File: config.mk
export PLATFORM = sky130hd
export DESIGN_NAME = multi_word_soundex_encoder_flat
export DESIGN_NICKNAME = d
export VERILOG_FILES = /design/src/mwse_pkg.sv /design/src/mwse_if.sv /design/src/mwse_front.sv /design/src/mwse_queue.sv /design/src/mwse_back.sv /design/src/multi_word_soundex_encoder.sv /design/src/flat_wrapper.sv
export SDC_FILE = /design/constraint.sdc
export NUM_CORES = 1
export LEC_CHECK = 0
export ABC_AREA = 1
export ABC_CLOCK_PERIOD_IN_PS = 11800
export BUFFER_PORTS_ARGS = -buffer_cell sky130_fd_sc_hd__buf_2
export CAP_MARGIN = 40
export CELL_PAD_IN_SITES_DETAIL_PLACEMENT = 1
export CELL_PAD_IN_SITES_GLOBAL_PLACEMENT = 1
export CORE_MARGIN = 2
export CORE_UTILIZATION = 50
export CTS_BUF_LIST = sky130_fd_sc_hd__clkbuf_2 sky130_fd_sc_hd__clkbuf_4 sky130_fd_sc_hd__clkbuf_8
export CTS_CLUSTER_DIAMETER = 60
export DETAILED_ROUTE_END_ITERATION = 8
export PLACE_DENSITY = 0.91
export SLEW_MARGIN = 15
export SYNTH_ARGS = -nofsm -noshare
export SYNTH_HDL_FRONTEND = slang
export SYNTH_SLANG_ARGS = --single-unit
File: constraint.sdc
create_clock -name i_clk -period 11.8 [get_ports i_clk]
set_input_delay 1.77 -clock i_clk [delete_from_list [all_inputs] [get_ports i_clk]]
set_output_delay 1.77 -clock i_clk [all_outputs]
set_load 0.01 [all_outputs]
File: src/mwse_pkg.sv
// ============================================================================
// mwse_pkg
// Shared types and constants for the multi-word Soundex encoder: the job
// record that the front end hands to the output serializer.
// ============================================================================
package mwse_pkg;

    // Most result bytes one input byte can cause
    localparam int JOB_BYTES = 6;
    localparam int JOB_CNT_W = $clog2(JOB_BYTES + 1);
    localparam int JOB_IDX_W = $clog2(JOB_BYTES);

    // Job queue depth between front end and serializer
    localparam int QUEUE_DEPTH = 4;
    localparam int QUEUE_PTR_W = $clog2(QUEUE_DEPTH);
    localparam int QUEUE_CNT_W = $clog2(QUEUE_DEPTH + 1);

    localparam logic [7:0] CH_NUL = 8'h00;

    // Result bytes of one input byte, in output order; term marks that the
    // final byte is the string terminator
    typedef struct packed {
        logic [JOB_BYTES-1:0][7:0] chars;
        logic [JOB_CNT_W-1:0]      count;
        logic                      term;
    } t_job;

endpackage

File: src/mwse_if.sv
// ============================================================================
// mwse_if
// Valid/ready channel interfaces for the text input and the code output.
// ============================================================================
interface mwse_in_if;
    logic       valid;
    logic       ready;
    logic [7:0] in_char;
    logic       in_last;

    modport source (output valid, output in_char, output in_last, input ready);
    modport sink   (input valid, input in_char, input in_last, output ready);
endinterface

interface mwse_out_if;
    logic       valid;
    logic       ready;
    logic [7:0] out_char;
    logic       out_last;

    modport source (output valid, output out_char, output out_last, input ready);
    modport sink   (input valid, input out_char, input out_last, output ready);
endinterface

File: src/mwse_front.sv
// ============================================================================
// mwse_front
// Accepts text bytes, tracks word state and budget, and turns each byte into
// a job listing the result bytes it causes.
// ============================================================================
module mwse_front #(
    parameter int MAX_CAPACITY = 4096
) (
    input  logic                i_clk,
    input  logic                i_rst_n,
    input  logic                i_valid,
    output logic                o_ready,
    input  logic [7:0]          i_char,
    input  logic                i_last,
    input  logic [12:0]         i_capacity,
    output logic                o_push,
    output mwse_pkg::t_job      o_job,
    input  logic                i_full
);
    import mwse_pkg::*;

    localparam int BW = $clog2(MAX_CAPACITY + 1);
    localparam int CW = (BW > 13) ? BW : 13;

    localparam logic [1:0] PH_BEFORE  = 2'd0;
    localparam logic [1:0] PH_WORD    = 2'd1;
    localparam logic [1:0] PH_BETWEEN = 2'd2;

    localparam logic [7:0] CH_ZERO  = 8'h30;
    localparam logic [7:0] CH_COMMA = 8'h2C;

    // Soundex digit for a letter, or NUL when the letter is not coded
    function automatic logic [7:0] letter_code(input logic [7:0] c);
        logic [7:0] l;
        l = c | 8'h20;
        case (l)
            "b", "f", "p", "v":                     letter_code = 8'h31;
            "c", "g", "j", "k", "q", "s", "x", "z": letter_code = 8'h32;
            "d", "t":                               letter_code = 8'h33;
            "l":                                    letter_code = 8'h34;
            "m", "n":                               letter_code = 8'h35;
            "r":                                    letter_code = 8'h36;
            default:                                letter_code = CH_NUL;
        endcase
    endfunction

    logic [1:0]    r_phase, n_phase;
    logic [1:0]    r_dc, n_dc;
    logic [BW-1:0] r_budget, n_budget;
    logic [7:0]    r_prev, n_prev;
    logic          r_afl, n_afl;

    logic                      w_accept;
    logic                      w_alpha;
    logic                      w_drop;
    logic                      w_do_pad;
    logic                      w_clr_dc;
    logic [7:0]                w_upper;
    logic [7:0]                w_code;
    logic [1:0]                w_need;
    logic [1:0]                w_npad;
    logic [CW-1:0]             w_cap;
    logic [JOB_IDX_W:0]        w_k;
    logic [JOB_BYTES-1:0][7:0] w_chars;

    assign o_ready  = !i_full;
    assign w_accept = i_valid && !i_full;

    assign w_alpha = ((i_char >= "A") && (i_char <= "Z")) ||
                     ((i_char >= "a") && (i_char <= "z"));
    assign w_upper = ((i_char >= "a") && (i_char <= "z")) ? (i_char - 8'd32) : i_char;
    assign w_code  = letter_code(i_char);
    assign w_cap   = (CW'(i_capacity) > CW'(MAX_CAPACITY)) ? CW'(MAX_CAPACITY)
                                                            : CW'(i_capacity);

    // Byte classification and result list
    always_comb begin
        n_phase  = r_phase;
        n_dc     = r_dc;
        n_budget = r_budget;
        n_prev   = r_prev;
        n_afl    = r_afl;
        w_k      = '0;
        w_chars  = '0;
        w_drop   = 1'b0;
        w_do_pad = 1'b0;
        w_clr_dc = 1'b0;
        w_need   = 2'd0;
        w_npad   = 2'd0;

        if (i_char != CH_NUL) begin
            if ((r_phase == PH_WORD) || (r_phase == PH_BETWEEN)) begin
                w_drop = !r_afl && (i_char == r_prev);
                n_afl  = 1'b0;
                n_prev = i_char;
                if (!w_drop && (r_budget != '0)) begin
                    if (r_phase == PH_WORD) begin
                        if (w_alpha) begin
                            if ((w_code != CH_NUL) && (r_dc != 2'd3)) begin
                                w_chars[w_k[JOB_IDX_W-1:0]] = w_code;
                                w_k      = w_k + 1'b1;
                                n_budget = n_budget - 1'b1;
                                n_dc     = n_dc + 2'd1;
                            end
                        end else begin
                            w_do_pad = 1'b1;
                            w_clr_dc = 1'b1;
                            n_phase  = PH_BETWEEN;
                        end
                    end else if (w_alpha) begin
                        w_chars[w_k[JOB_IDX_W-1:0]] = CH_COMMA;
                        w_k      = w_k + 1'b1;
                        n_budget = n_budget - 1'b1;
                        if (n_budget != '0) begin
                            w_chars[w_k[JOB_IDX_W-1:0]] = w_upper;
                            w_k      = w_k + 1'b1;
                            n_budget = n_budget - 1'b1;
                        end
                        n_dc    = 2'd0;
                        n_phase = PH_WORD;
                    end
                end
            end else if (w_alpha) begin
                if (w_cap >= CW'(4)) begin
                    w_chars[w_k[JOB_IDX_W-1:0]] = w_upper;
                    w_k      = w_k + 1'b1;
                    n_budget = BW'(w_cap - CW'(2));
                end else begin
                    n_budget = '0;
                end
                n_phase = PH_WORD;
                n_dc    = 2'd0;
                n_afl   = 1'b1;
                n_prev  = i_char;
            end
        end

        // Closing a word pads its digits with zeros; the phase is the one
        // this byte leaves behind
        if (i_last && (n_phase == PH_WORD)) begin
            w_do_pad = 1'b1;
        end
        if (w_do_pad) begin
            w_need = 2'd3 - n_dc;
            w_npad = (n_budget < BW'(w_need)) ? n_budget[1:0] : w_need;
            for (int i = 0; i < 3; i++) begin
                if (2'(i) < w_npad) begin
                    w_chars[3'(w_k + (JOB_IDX_W + 1)'(i))] = CH_ZERO;
                end
            end
            w_k      = w_k + (JOB_IDX_W + 1)'(w_npad);
            n_budget = n_budget - BW'(w_npad);
            n_dc     = n_dc + w_npad;
        end
        if (w_clr_dc) begin
            n_dc = 2'd0;
        end

        // Terminator and string state clear
        if (i_last) begin
            w_chars[w_k[JOB_IDX_W-1:0]] = CH_NUL;
            w_k      = w_k + 1'b1;
            n_phase  = PH_BEFORE;
            n_dc     = 2'd0;
            n_budget = '0;
            n_prev   = CH_NUL;
            n_afl    = 1'b0;
        end
    end

    assign o_push      = w_accept && (w_k != '0);
    assign o_job.chars = w_chars;
    assign o_job.count = JOB_CNT_W'(w_k);
    assign o_job.term  = i_last;

    // State registers
    always_ff @(posedge i_clk) begin
        if (!i_rst_n) begin
            r_phase  <= PH_BEFORE;
            r_dc     <= 2'd0;
            r_budget <= '0;
            r_prev   <= CH_NUL;
            r_afl    <= 1'b0;
        end else if (w_accept) begin
            r_phase  <= n_phase;
            r_dc     <= n_dc;
            r_budget <= n_budget;
            r_prev   <= n_prev;
            r_afl    <= n_afl;
        end
    end

    // A job never holds more bytes than the record carries
    a_job_size: assert property (@(posedge i_clk) disable iff (!i_rst_n)
        o_push |-> (o_job.count != '0) && (o_job.count <= JOB_CNT_W'(JOB_BYTES)))
        else $error("front job byte count out of range");

    // Digits only ever count while inside or between words
    a_dc_phase: assert property (@(posedge i_clk) disable iff (!i_rst_n)
        (r_phase == PH_BEFORE) |-> (r_dc == 2'd0) && (r_budget == '0))
        else $error("front word state left over before first word");

    // A terminator in the input always produces a job
    a_last_push: assert property (@(posedge i_clk) disable iff (!i_rst_n)
        (w_accept && i_last) |-> o_push)
        else $error("front dropped a string terminator");

endmodule

File: src/mwse_queue.sv
// ============================================================================
// mwse_queue
// Short job queue between the front end and the output serializer.
// ============================================================================
module mwse_queue (
    input  logic           i_clk,
    input  logic           i_rst_n,
    input  logic           i_push,
    input  mwse_pkg::t_job i_job,
    output logic           o_full,
    input  logic           i_pop,
    output logic           o_empty,
    output mwse_pkg::t_job o_head
);
    import mwse_pkg::*;

    t_job                   r_mem [QUEUE_DEPTH];
    logic [QUEUE_PTR_W-1:0] r_wr, r_rd;
    logic [QUEUE_CNT_W-1:0] r_cnt;

    assign o_full  = (r_cnt == QUEUE_CNT_W'(QUEUE_DEPTH));
    assign o_empty = (r_cnt == '0);
    assign o_head  = r_mem[r_rd];

    // Entry storage
    always_ff @(posedge i_clk) begin
        if (i_push) begin
            r_mem[r_wr] <= i_job;
        end
    end

    // Pointers and fill count
    always_ff @(posedge i_clk) begin
        if (!i_rst_n) begin
            r_wr  <= '0;
            r_rd  <= '0;
            r_cnt <= '0;
        end else begin
            if (i_push) begin
                r_wr <= r_wr + 1'b1;
            end
            if (i_pop) begin
                r_rd <= r_rd + 1'b1;
            end
            if (i_push && !i_pop) begin
                r_cnt <= r_cnt + 1'b1;
            end else if (!i_push && i_pop) begin
                r_cnt <= r_cnt - 1'b1;
            end
        end
    end

    a_no_overflow: assert property (@(posedge i_clk) disable iff (!i_rst_n)
        i_push |-> !o_full)
        else $error("queue written while full");

    a_no_underflow: assert property (@(posedge i_clk) disable iff (!i_rst_n)
        i_pop |-> !o_empty)
        else $error("queue read while empty");

    a_ptr_count: assert property (@(posedge i_clk) disable iff (!i_rst_n)
        (r_wr == r_rd) == (o_empty || o_full))
        else $error("queue pointers disagree with fill count");

endmodule

File: src/mwse_back.sv
// ============================================================================
// mwse_back
// Output serializer: walks the head job byte by byte into the output register,
// one result transaction per cycle while a job waits and the output is ready.
// ============================================================================
module mwse_back (
    input  logic           i_clk,
    input  logic           i_rst_n,
    input  logic           i_empty,
    input  mwse_pkg::t_job i_head,
    output logic           o_pop,
    output logic           o_valid,
    input  logic           i_ready,
    output logic [7:0]     o_char,
    output logic           o_last
);
    import mwse_pkg::*;

    logic [JOB_IDX_W-1:0] r_idx;
    logic                 r_ov;
    logic [7:0]           r_char;
    logic                 r_last;

    logic w_load;
    logic w_end;

    assign w_load = !r_ov || i_ready;
    assign w_end  = (JOB_CNT_W'(r_idx) == (i_head.count - 1'b1));
    assign o_pop  = w_load && !i_empty && w_end;

    // Byte index within the head job and output valid
    always_ff @(posedge i_clk) begin
        if (!i_rst_n) begin
            r_idx <= '0;
            r_ov  <= 1'b0;
        end else if (w_load) begin
            r_ov <= !i_empty;
            if (!i_empty) begin
                r_idx <= w_end ? '0 : r_idx + 1'b1;
            end
        end
    end

    // Output payload register
    always_ff @(posedge i_clk) begin
        if (w_load && !i_empty) begin
            r_char <= i_head.chars[r_idx];
            r_last <= i_head.term && w_end;
        end
    end

    assign o_valid = r_ov;
    assign o_char  = r_char;
    assign o_last  = r_last;

    a_idx_in_job: assert property (@(posedge i_clk) disable iff (!i_rst_n)
        !i_empty |-> (JOB_CNT_W'(r_idx) < i_head.count))
        else $error("serializer index past end of job");

    a_idx_rest: assert property (@(posedge i_clk) disable iff (!i_rst_n)
        i_empty |-> (r_idx == '0))
        else $error("serializer index not at start with no job");

    a_term_nul: assert property (@(posedge i_clk) disable iff (!i_rst_n)
        (r_ov && r_last) |-> (r_char == CH_NUL))
        else $error("terminator transaction carries a nonzero byte");

endmodule

File: src/multi_word_soundex_encoder.sv
// ============================================================================
// multi_word_soundex_encoder
// Streams text bytes in and Soundex codes (comma separated, zero terminated)
// out, with an APB register for the output capacity.
// ============================================================================
// One input byte is accepted per cycle whenever the four-entry job queue has
// room; the front end decides in that same cycle every result byte the input
// byte causes (zero to six). The output serializer sends one result byte per
// cycle while the output is ready, so the sustained rate is then one input
// byte per cycle as long as the bytes average at most one result byte each;
// longer bursts (word padding, comma plus letter, terminator) fill the queue
// and stall the input through ready. A result byte is held in a job queue
// entry and then in the output register on its way out. The capacity register
// (byte address 0, 13 bits, reset 256) is sampled at each string's first
// letter and limited to MAX_CAPACITY; write it only while the block is idle.
module multi_word_soundex_encoder #(
    parameter int MAX_CAPACITY = 4096
) (
    input  logic        i_clk,
    input  logic        i_rst_n,
    mwse_in_if.sink     i_in,
    mwse_out_if.source  o_out,
    input  logic        psel,
    input  logic        penable,
    input  logic        pwrite,
    input  logic [2:0]  paddr,
    input  logic [31:0] pwdata,
    output logic [31:0] prdata,
    output logic        pready
);
    import mwse_pkg::*;

    localparam logic REG_CAPACITY = 1'b0;

    logic [12:0] r_capacity;

    logic  w_push;
    logic  w_full;
    logic  w_pop;
    logic  w_empty;
    t_job  w_job;
    t_job  w_head;

    // Configuration register
    assign pready = 1'b1;

    always_ff @(posedge i_clk) begin
        if (!i_rst_n) begin
            r_capacity <= 13'd256;
        end else if (psel && penable && pwrite && (paddr[2] == REG_CAPACITY)) begin
            r_capacity <= pwdata[12:0];
        end
    end

    assign prdata = (paddr[2] == REG_CAPACITY) ? {19'd0, r_capacity} : 32'd0;

    // Front end: classify bytes, build jobs
    mwse_front #(
        .MAX_CAPACITY (MAX_CAPACITY)
    ) u_front (
        .i_clk      (i_clk),
        .i_rst_n    (i_rst_n),
        .i_valid    (i_in.valid),
        .o_ready    (i_in.ready),
        .i_char     (i_in.in_char),
        .i_last     (i_in.in_last),
        .i_capacity (r_capacity),
        .o_push     (w_push),
        .o_job      (w_job),
        .i_full     (w_full)
    );

    // Job queue
    mwse_queue u_queue (
        .i_clk   (i_clk),
        .i_rst_n (i_rst_n),
        .i_push  (w_push),
        .i_job   (w_job),
        .o_full  (w_full),
        .i_pop   (w_pop),
        .o_empty (w_empty),
        .o_head  (w_head)
    );

    // Output serializer
    mwse_back u_back (
        .i_clk   (i_clk),
        .i_rst_n (i_rst_n),
        .i_empty (w_empty),
        .i_head  (w_head),
        .o_pop   (w_pop),
        .o_valid (o_out.valid),
        .i_ready (o_out.ready),
        .o_char  (o_out.out_char),
        .o_last  (o_out.out_last)
    );

endmodule
File: src/flat_wrapper.sv
// flat-port wrapper written by rule: the top's interface ports become plain ports
module multi_word_soundex_encoder_flat import mwse_pkg::*;
#(
    parameter int MAX_CAPACITY = 4096
)
  (i_clk, i_rst_n, psel, penable, pwrite, paddr, pwdata, prdata, pready, i_in_valid, i_in_in_char, i_in_in_last, i_in_ready, o_out_valid, o_out_out_char, o_out_out_last, o_out_ready);
  mwse_in_if i_in_i ();
  mwse_out_if o_out_i ();
  input  logic i_clk;
  input  logic i_rst_n;
  input  logic psel;
  input  logic penable;
  input  logic pwrite;
  input  logic [2:0] paddr;
  input  logic [31:0] pwdata;
  output logic [31:0] prdata;
  output logic pready;
  input wire logic [$bits(i_in_i.valid)-1:0] i_in_valid;
  input wire logic [$bits(i_in_i.in_char)-1:0] i_in_in_char;
  input wire logic [$bits(i_in_i.in_last)-1:0] i_in_in_last;
  output wire logic [$bits(i_in_i.ready)-1:0] i_in_ready;
  output wire logic [$bits(o_out_i.valid)-1:0] o_out_valid;
  output wire logic [$bits(o_out_i.out_char)-1:0] o_out_out_char;
  output wire logic [$bits(o_out_i.out_last)-1:0] o_out_out_last;
  input wire logic [$bits(o_out_i.ready)-1:0] o_out_ready;
  assign i_in_i.valid = i_in_valid;
  assign i_in_i.in_char = i_in_in_char;
  assign i_in_i.in_last = i_in_in_last;
  assign i_in_ready = i_in_i.ready;
  assign o_out_valid = o_out_i.valid;
  assign o_out_out_char = o_out_i.out_char;
  assign o_out_out_last = o_out_i.out_last;
  assign o_out_i.ready = o_out_ready;
  multi_word_soundex_encoder #(.MAX_CAPACITY(MAX_CAPACITY)) u_core (.i_clk(i_clk), .i_rst_n(i_rst_n), .i_in(i_in_i), .o_out(o_out_i), .psel(psel), .penable(penable), .pwrite(pwrite), .paddr(paddr), .pwdata(pwdata), .prdata(prdata), .pready(pready));
endmodule
==> summary.md, run 1 <==
| Metric | Value |
|---|---|
| Post-synth ARST share | 0% |
| GP Congestion | 0.9191 |
| Status | finished clean |
| Die W | 144.1 µm |
| Critical Path RT | 12.16 ns |
| Antenna Violating Nets Remaining | 0 |
| Tot GR Track Use | between 20 and 30% |
| Clk_skew | roughly 0.017 ns |
| Layout cell share with drive strength beyond 1 | 15.66% |
| H-tree depth | 4 |
| Synth Area in Simple Gates | between 20% and 30% |
| Hold Crit Class | reg2reg |
| Max-slew violation count | 0 |
| Final Net Count | 1371 |
| Most common cell after layout, fill and taps aside | nand2_1 |
| Post-synthesis mux area share | 0% |
| Area Growth Syn to Fin | 9.036% |
| Grt ovf | 0 |
| IO Port Bufs | 53 |
| Reg2reg path depth | around 40 |
| Vias per inst | 5.635 |
| First-pass GRT wire length | ~48000 µm |
| Slew margin rel. | 40.79% |
| Kind of critical path | in2reg |
| I/O pin count | 95 |
| Largest net degree at the start of global routing | 50 |
| Worst path most repeated cell | nand2_1 |
| Pre-CTS setup slack | approximately 3.5 ns |
| Synthesized area | 9817 µm² |
| Final Critical Period | 8.038 ns |
| Flop pwr share | 38.8% |
| Die area | 20770 µm² |
| Peak supply drop | 74.20 µV |
| Maximum fanout along the worst path | 15 |
| Power Dens Cells | between 150 and 200 nW/µm² |
| Vias in the first global route | 9276 |
| Iter 0 DRT Violations | 548 |
| Clock transition at path regs | 0.10 ns |
| Post-DP HPWL | 21500 µm |
| Worst skew pair latency | around 0.48 ns |
| Post-CTS sizing | 0 |
| CP endpoint kind | flip-flop |
| Crit share post-route | 68.12% |
| RSZ-0062 raised after global routing | false |
| FP Rows | 51 |
| Startpoint types | input pin |
| P_int | 1.087 mW |
| Seq/Total Area, Yosys | 42.72% |
| Commonest cells after routing, fill and taps aside | 239 x nand2_1, 180 x nor2_1, 128 x inv_1, 105 x o21ai_0, 105 x edfxtp_1 |
| Net Sw Frac | 40.47% |
| Number of flops mapped to enable cells by yosys | 105 |
| Yosys reg bits | 157 |
| Initial antenna violation count | 0 |
| Max stage delay on crit path | 0.51 ns |
| Compound-Gate Fraction of Synth Area | between 10 and 15% |
| Ys flop type | edfxtp_1 |
| Clock power frac | 24.6% |
| Maxcap violations | 0 |
| CTS tree | built |
| Comb pwr share | 36.6% |
| Synth warn | 0 |
| Final WS setup | 3.762 ns |
| Hold-fix buffers, CTS | 0 |
| XOR/XNOR Fraction of Synth Area | 1.593% |
| Number of antenna diodes | 0 |
| Crit path max-delay cell type | fa_1 |
| Layout filler cell count | between 2000 and 2500 |
| Postcts setup bufs | 0 |
| Final setup violation count | 0 |
| Die Ht | 144.1 µm |
| Post-layout util | 55.36% |
| Cell count after synthesis | 1252 |
| Core area | 19330 µm² |
| Least-Margin Pin Slew | ~0.89 ns |
| Final Hold Vio Count | 0 |
| CTS Root Buffer Type | clkbuf_8 |
| DR vias | 8870 |
| Clock sink total | 157 |
| Pre-Repair DR Iteration Count | 4 |
| Worst endpoint data arrival time | 8.40 ns |
| Worst hold stages | 1 |
| Total Neg Setup Slack | 0 ns |
| Routed WL | 29950 µm |
| P_sw | 0.7392 mW |
| FF-to-FF setup slack | between 4 and 5 ns |
| Largest family of logic cells by synthesized area | simple AND/OR/NAND/NOR gates |
| Synth unique cells | 63 |
| Detailed-route DRC error count | 0 |
| Syn avg cell area | 7.841 µm² |
| Starting Density | 50.77% |
| Avg WL per Cell | around 19 µm |
| Post-synthesis adder-cell area fraction | 3.288% |
| CTS max path bufs | 2 |
| CTS Buf Count | 17 |
| Leakage | 4.521 nW |
| Fmax achieved | 124.4 MHz |
layout make-up:
type	instances	area [µm²]	area share, %
Tap cell	265	331.6	3.098
Clock buffer	18	241.5	2.256
Clock inverter	14	193.9	1.812
Timing Repair Buffer	64	367.9	3.437
Multi-Input combinational cell	909	4822	45.05
Sequential cell	157	4194	39.18
Inverter	147	553.0	5.167
state kept, by name, summed over array words and instances (netlist names), named ones only:
register and cells:
u_core.u_queue.r_wr 2, u_core.u_front.r_dc 2, u_core.u_back.r_idx 3, u_core.u_back.o_char 8, u_core.u_front.r_budget 13, u_core.u_queue.r_mem 96, u_core.u_back.o_last 1, u_core.u_queue.r_rd 2
u_core.u_front.r_phase 2, u_core.u_queue.r_cnt 3, u_core.u_front.r_afl 1, u_core.u_back.o_valid 1, u_core.u_front.r_prev 8, u_core.r_capacity 13
synthesized netlist by cell type, types with 10 or more instances:
cell | number | share of area [%]
clkbuf_1 | 27 | 1.0
nand4_1 | 14 | 0.89
o21ai_0 | 105 | 5.4
nor2_4 | 12 | 1.4
dfxtp_1 | 52 | 11
edfxtp_1 | 105 | 32
ha_1 | 21 | 2.7
o21ai_1 | 10 | 0.51
nor2_2 | 11 | 0.70
nor2_1 | 184 | 7.0
inv_1 | 128 | 4.9
xor2_1 | 12 | 1.1
a21oi_1 | 71 | 3.6
nand3_1 | 61 | 3.1
o22ai_1 | 19 | 1.2
buf_4 | 23 | 1.8
nand2_1 | 239 | 9.1
inv_2 | 17 | 0.65
nand2_2 | 26 | 1.7
final timing paths:
kind,startpoint,end
max reg2reg,u_core.u_front.r_budget[0],u_core.u_queue.r_cnt[2]
max,i_in_in_char[7],u_core.u_queue.r_cnt[2]
min reg2reg,u_core.u_queue.r_rd[0],flip-flop
min,u_core.u_queue.r_rd[0],flip-flop
metrics by stage:
step | total power, mW | hold slack (ns) | area, µm² | instances
detailed placement | 1.377 | 0.4682 | 10270 | 1542
global route | 1.926 | 0.5056 | 10700 | 1574
CTS | 1.831 | 0.4873 | 10700 | 1574
global placement | 1.319 | 0.4471 | 10240 | 1541
floorplan | 1.179 | 0.4363 | 9899 | 1274
finish | 1.827 | 0.4880 | 10700 | 1574
cells by family after synthesis:
kind of cell | Yosys count
other | 2
AND/OR/NAND/NOR | 591
AO/OA/AOI/OAI | 253
XOR/XNOR | 17
flip-flops | 157
adder cells (fa/ha/maj) | 24
buffers and inverters | 208
layer usage:
metal  global-route usage (%)  vias to the layer above  wire, µm
met2                    55.24                      193     15900
li1                         -                     4207         -
met1                    34.32                     4410     12310
met5                        0                        -         0
met3                    3.709                       60       821
met4                    12.18                        0       924
power groups by stage:
| stage | registers [mW] | logic [mW] | clock network, mW |
|---|---|---|---|
| after floorplan | 0.717 | 0.462 | 0 |
| after global placement | 0.711 | 0.608 | 0 |
| after detailed placement | 0.720 | 0.656 | 0 |
| after CTS | 0.708 | 0.668 | 0.455 |
| after global routing | 0.714 | 0.737 | 0.475 |
| final | 0.708 | 0.669 | 0.450 |
critical path, delay by kind of cell:
kind,cells,cell delay [ns]
compound gates,9,1.38
simple gates,17,2.11
xor+xnor,1,0.35
fa+ha+maj,6,1.80
buf+inv,7,0.96
Power figures use the tool's default switching activity.
==> run 2, diff against run 1 <==
Settings changed: ABC_AREA 1 to 0, ABC_CLOCK_PERIOD_IN_PS 11800 to 6700, CORE_UTILIZATION 50 to 44, PLACE_DENSITY 0.91 to 0.81.
Clock period 11.8 ns to 6.7 ns, I/O delays scaled along.
==> run 2 against run 1 <==
  * The run now ends with setup timing left
  * Utilization shrank 1.1 points
  * Via count shrank 1.9%
  * Setup slack lost 3.9 ns
  * Non-clock buffer count grew 120
  * Clock skew grew 0.0036 ns
  * Clock power grew 68%
  * Cell area grew 11%
  * Critical path depth shrank 9
  * Critical path type is now reg2reg
  * Largest power group unchanged
  * Highest routed layer unchanged
==> summary.md, run 2 <==
| Metric | Value |
|---|---|
| Status | complete, but fails checks |
| Failing checks | setup timing |
| H-tree depth | 4 |
| Post-synth ARST share | 0% |
| Number of flops mapped to enable cells by yosys | 105 |
| Avg WL per Cell | approximately 23 µm |
| Largest net degree at the start of global routing | 46 |
| Layout cell share with drive strength beyond 1 | 28.10% |
| CTS max path bufs | 2 |
| CP endpoint kind | flip-flop |
| Number of antenna diodes | 0 |
| Synth unique cells | 93 |
| Worst endpoint data arrival time | approximately 7.2 ns |
| CTS Buf Count | 17 |
| Max stage delay on crit path | 0.53 ns |
| Pre-CTS setup slack | -0.3329 ns |
| Commonest cells after routing, fill and taps aside | 127 x buf_4, 108 x nand2_1, 105 x edfxtp_1, 60 x nor2_1, 54 x buf_2 |
| Largest registers | u_core.u_queue.r_mem (96), u_core.r_capacity (13), u_core.u_front.r_budget (13) |
| Hold Crit Class | reg2reg |
| Total Neg Setup Slack | -0.1195 ns |
| Slew margin rel. | a little over two fifths |
| GP Congestion | 0.9409 |
| Vias per inst | around 6 |
| Die W | ~150 µm |
| Clock sink total | around 160 |
| Leakage | 4.566 nW |
| IO Port Bufs | 53 |
| Syn avg cell area | 9.872 µm² |
| Synth warn | 0 |
| Detailed-route DRC error count | 0 |
| Critical Path RT | 7.10 ns |
| Post-DP HPWL | 23850 µm |
| Clock transition at path regs | 0.11 ns |
| CTS tree | built |
| Startpoint types | flip-flop |
| Layout filler cell count | about 2500 |
| Iter 0 DRT Violations | 702 |
| Seq/Total Area, Yosys | 42.44% |
| Maximum fanout along the worst path | 3 |
| Ys flop type | edfxtp_1 |
| Cell count after synthesis | 1001 |
| Top reg by flops | u_core.u_queue.r_mem |
| Synthesized area | 9882 µm² |
| Antenna Violating Nets Remaining | 0 |
| CTS Root Buffer Type | clkbuf_8 |
| Largest register FFs | 96 |
| Post-synth top area share | 31.91% |
| FP Rows | 54 |
| Tot Pwr | 3.205 mW |
| Grt ovf | 0 |
| Crit share post-route | 101.8% |
| Fmax achieved | around 150 MHz |
| Power Dens Cells | 269.2 nW/µm² |
| Final Critical Period | 6.820 ns |
| Synth area leaders | edfxtp_1 32%, dfxtp_1 11%, mux4_2 5.5% |
| Area Growth Syn to Fin | 20.50% |
| Clk_skew | 0.02022 ns |
| Pre-Repair DR Iteration Count | 5 |
| Die area | 23670 µm² |
| Initial antenna violation count | 0 |
| Worst skew pair latency | 0.46 ns |
| Least-Margin Pin Slew | 0.8458 ns |
| Die Ht | 153.9 µm |
| Starting Density | 45.00% |
| Worst path most repeated cell | ha_4 |
| Peak supply drop | between 100 and 150 µV |
| First-pass GRT wire length | 50720 µm |
| Core area | 21960 µm² |
| Vias in the first global route | between 9000 and 10000 |
| DR vias | 8703 |
| Final Net Count | between 1000 and 1500 |
| Final WS setup | -0.1195 ns |
| Crit path max-delay cell type | or4_4 |
| Maxcap violations | 0 |
| Kind of critical path | reg2reg |
| Post-layout util | 54.23% |
| Cell taking the most area after synthesis | edfxtp_1 |
| Routed WL | 33320 µm |
| Most numerous cell in the Yosys netlist | nand2_1 |
| Most frequent cells after synthesis | 109 x nand2_1, 105 x edfxtp_1, 63 x nor2_1, 56 x clkbuf_1, 52 x dfxtp_1 |
| I/O pin count | 95 |
| Final setup violation count | 1 |
| Max-slew violation count | 0 |
| RSZ-0062 raised after global routing | true |
| Final Hold Vio Count | 0 |
| Tot GR Track Use | 27.55% |
| Most common cell after layout, fill and taps aside | buf_4 |
| Yosys reg bits | ~160 |
[run 2: changes by cell type after synthesis, sizes merged, moves of 38 or more]
| cell | change |
|---|---|
| a21oi | -38 |
| inv | -118 |
| o21ai | -84 |
| nand2 | -165 |
| nand3 | -41 |
| nor2 | -146 |
[run 2: per-stage QoR]
stage | instances | area (µm²) | hold slack, ns
after floorplan | 1023 | 10180 | 0.4521
after global placement | 1389 | 11250 | 0.4677
after detailed placement | 1390 | 11260 | 0.4873
after CTS | 1425 | 11790 | 0.5017
after global routing | 1433 | 11910 | 0.5408
final | 1433 | 11910 | 0.4977
[run 2: critical path, delay by kind of cell (launching register included)]
family	cells	cell delay, ns
compound gates	8	1.42
flops	1	0.32
buf+inv	3	0.22
xor+xnor	1	0.15
mux	2	0.43
fa+ha+maj	6	1.57
simple gates	11	2.63
[run 2: path summary, 6_finish.rpt]
kind | startpoint | to | slack (ns) | cells after the start
setup / recovery | u_core.u_front.r_budget[2] | u_core.u_queue.r_cnt[2] | -0.12 | 31
hold / removal | u_core.r_capacity[9] | u_core.r_capacity[9] | 0.50 | 2
setup reg to reg | u_core.u_front.r_budget[2] | u_core.u_queue.r_cnt[2] | -0.12 | 31
hold reg to reg | u_core.r_capacity[9] | u_core.r_capacity[9] | 0.50 | 2
[run 2: logic make-up (layout without fill, tap and decap cells)]
kind of cell	Yosys count	count (layout)	synth area share, %
adders and majority gates	24	24	3.241
xor gates and xnor gates	41	41	3.634
buffers and inverters	117	243	5.368
DFF	157	157	42.44
other	2	24	0.07600
and+or+nand+nor	396	400	21.33
AOI/OAI and AO/OA	220	220	16.36
muxes	44	44	7.546
[run 2: cell type report]
type | count | area, µm² | share of cell area, %
sequential | 157 | 4198 | 35.25
clock buffer | 17 | 234.0 | 1.965
multi-input combinational | 753 | 5552 | 46.62
tap | 280 | 350.3 | 2.942
clock inverter | 15 | 195.2 | 1.639
timing repair buffer | 184 | 1275 | 10.71
inverter | 27 | 103.9 | 0.8721
[run 2: per-layer routing]
metal  track usage (%)  part of all wire, %  up-vias  routed length (µm)
met2             47.92                   50      296               16780
met1             34.16                   41     4325               13520
met5                 0                    0        -                   0
met3             3.692                  4.7       75                1574
met4             12.73                  4.4        0                1451
li1                  -                    -     4007                   -
[run 2: power breakdown]
group / switching (mW) / leakage [nW] / internal, mW
Clock: 0.433 / 0.216 / 0.323
Sequential: 0.0659 / 1.42 / 1.16
Combinational: 0.693 / 2.93 / 0.528
[run 2: timing repair]
item                                    CTS  global route
cloned                                    0             4
gates resized for setup                  23            13
endpoints found under the setup margin   98           106
pin swaps                                19            16
hold buffers                              0             0
buffers inserted                          3             4
==> run 3, diff against run 2 <==
Settings changed: ABC_CLOCK_PERIOD_IN_PS 6700 to 7100, CORE_UTILIZATION 44 to 48, PLACE_DENSITY 0.81 to 0.84, SLEW_MARGIN 15 to unset.
Clock period 6.7 ns to 7.1 ns, I/O delays scaled along.
==> run 3 against run 2 <==
  * The flow now finishes without violations
  * Worst hold slack got worse by 0.0031 ns
  * Global-route usage rose by 2.9 points
  * Non-clock buffer count fell by 36
  * Clock skew fell by 0.0031 ns
  * Clock power fell by 5.0%
  * Cell area fell by 3.3%
  * Register-to-register slack improved by 0.38 ns
  * Largest cell class unchanged
==> summary.md, run 3 (synthesis gave the netlist of run 2 again) <==
| Metric | Value |
|---|---|
| Avg WL per Cell | 23.96 µm |
| Vias per inst | 6.268 |
| CTS tree | built |
| Commonest cells after routing, fill and taps aside | 109 x nand2_1, 105 x edfxtp_1, 94 x buf_4, 60 x nor2_1, 54 x buf_2 |
| Routed WL | between 30000 and 40000 µm |
| Clock sink total | 157 |
| Kind of critical path | reg2reg |
| IO Port Bufs | 53 |
| Starting Density | about half |
| Power Dens Cells | 256.9 nW/µm² |
| Comb pwr share | between 30% and 40% |
| CP endpoint kind | flip-flop |
| CTS Root Buffer Type | clkbuf_8 |
| Slew margin rel. | a little over a third |
| Maxcap violations | 0 |
| Core area | just over 20000 µm² |
| Antenna Violating Nets Remaining | 0 |
| Fmax achieved | about 150 MHz |
| Tot Pwr | 2.957 mW |
| Max-slew violation count | 0 |
| Area Growth Syn to Fin | 16.47% |
| Final Critical Period | between 6 and 7 ns |
| Critical Path RT | 7.50 ns |
| Peak supply drop | roughly 130 µV |
| I/O pin count | 95 |
| Layout filler cell count | 2268 |
| Grt ovf | 0 |
| Final Hold Vio Count | 0 |
| Pre-CTS setup slack | -0.1939 ns |
| Initial antenna violation count | 0 |
| Clock power frac | 24.2% |
| Worst path most repeated cell | buf_4 |
| Clk_skew | 0.01717 ns |
| Most common cell after layout, fill and taps aside | nand2_1 |
| Pre-Repair DR Iteration Count | 8 |
| Startpoint types | flip-flop |
| Clock transition at path regs | around 0.1 ns |
| Largest register FFs | 96 |
| Layout cell share with drive strength beyond 1 | 24.71% |
| Iter 0 DRT Violations | 750 |
| GP Congestion | 0.9550 |
| Flop pwr share | 39.8% |
| P_sw | around 1.1 mW |
| Register area | 4195 µm² |
| Worst skew pair latency | ~0.47 ns |
| First-pass GRT wire length | about 51000 µm |
| Final setup violation count | 0 |
| Die Ht | 147.5 µm |
| CTS Buf Count | 17 |
| Status | finished clean |
| Vias in the first global route | 9027 |
| Hold WS | 0.4946 ns |
| FP Rows | 52 |
| Least-Margin Pin Slew | 0.9564 ns |
| Largest registers | u_core.u_queue.r_mem (96), u_core.r_capacity (13), u_core.u_front.r_budget (13) |
| Hold Crit Class | reg2reg |
| Final Net Count | 1174 |
| Largest net degree at the start of global routing | 46 |
| DR vias | 8669 |
| Die area | around 22000 µm² |
| Crit share post-route | 96.30% |
| P_int | 1.814 mW |
| CTS max path bufs | 2 |
| Net Sw Frac | 38.65% |
| Detailed-route DRC error count | 0 |
| Worst endpoint data arrival time | between 7 and 8 ns |
| Leakage | between 4 and 5 nW |
| Number of antenna diodes | 0 |
| Crit path max-delay cell type | or4_4 |
| Post-DP HPWL | 23540 µm |
| Max stage delay on crit path | 0.56 ns |
| Maximum fanout along the worst path | 7 |
| Final WS setup | 0.2629 ns |
| Hold-fix buffers, CTS | 0 |
| Tot GR Track Use | 30.43% |
| Area of the multi-input gates | approximately 5500 µm² |
| H-tree depth | 4 |
| Top reg by flops | u_core.u_queue.r_mem |
| Die W | 147.5 µm |
-- run 3: cell count changes in the layout (fill, tap and decap cells not counted), sizes merged --
cell and delta:
bufinv -1, and2 -4, buf -36, inv +1
-- run 3: cell type report --
| type | count | share of cell area [%] |
|---|---|---|
| clock buffers | 17 | 2.033 |
| clock inverters | 15 | 1.620 |
| inverters | 27 | 0.9023 |
| multi-input cells | 749 | 47.58 |
| flip-flops and latches | 157 | 36.45 |
| well taps | 270 | 2.935 |
| repair buffers | 148 | 8.479 |
-- run 3: path summary, 6_finish.rpt --
| check | cells past startpoint | to | startpoint | slack (ns) |
|---|---|---|---|---|
| hold / removal | 2 | u_core.r_capacity[9] | u_core.r_capacity[9] | 0.49 |
| hold reg to reg | 2 | u_core.r_capacity[9] | u_core.r_capacity[9] | 0.49 |
| setup / recovery | 31 | u_core.u_queue.r_cnt[2] | u_core.u_front.r_budget[4] | 0.26 |
| setup reg to reg | 31 | u_core.u_queue.r_cnt[2] | u_core.u_front.r_budget[4] | 0.26 |
-- run 3: worst max-delay path, delay by kind of cell (launching register included) --
kind,cells,cell delay (ns)
buffers and inverters,6,0.79
AND/OR/NAND/NOR,10,2.35
flip-flops,1,0.32
AO/OA/AOI/OAI,10,1.92
adder cells (fa/ha/maj),4,1.19
XOR/XNOR,1,0.17
-- run 3: what timing repair did --
item / 4_1_cts / 5_1_grt
pin swaps: 4 / 8
buffers inserted: 4 / 6
cloned: 0 / 0
resized for setup: 8 / 15
endpoints found under the setup margin: 15 / 102
-- run 3: through the flow --
step                cell area, µm²  utilization, %  std cells   TNS, ns
detailed placement           10900           53.86       1341   -0.3395
global route                 11510           56.88       1383  -0.03505
global placement             10890           53.84       1340         0
CTS                          11390           56.31       1377         0
finish                       11510           56.88       1383         0
floorplan                    10140               -       1023         0
-- run 3: power by group through the flow --
stage / Clock [mW] / Combinational, mW / Sequential, mW
2_1_floorplan: 0 / 0.678 / 1.17
3_3_place_gp: 0 / 0.933 / 1.18
3_5_place_dp: 0 / 0.994 / 1.20
4_1_cts: 0.717 / 1.02 / 1.18
5_1_grt: 0.755 / 1.14 / 1.19
6_report: 0.717 / 1.06 / 1.18
-- run 3: routing by layer --
layer | up-vias | routed length (µm) | track usage, % | part of all wire (%)
li1 | 3919 | - | - | -
met1 | 4377 | 13660 | 36.66 | 41
met2 | 296 | 16800 | 53.97 | 51
met3 | 77 | 1423 | 4.475 | 4.3
met4 | 0 | 1258 | 13.89 | 3.8
met5 | - | 0 | 0 | 0
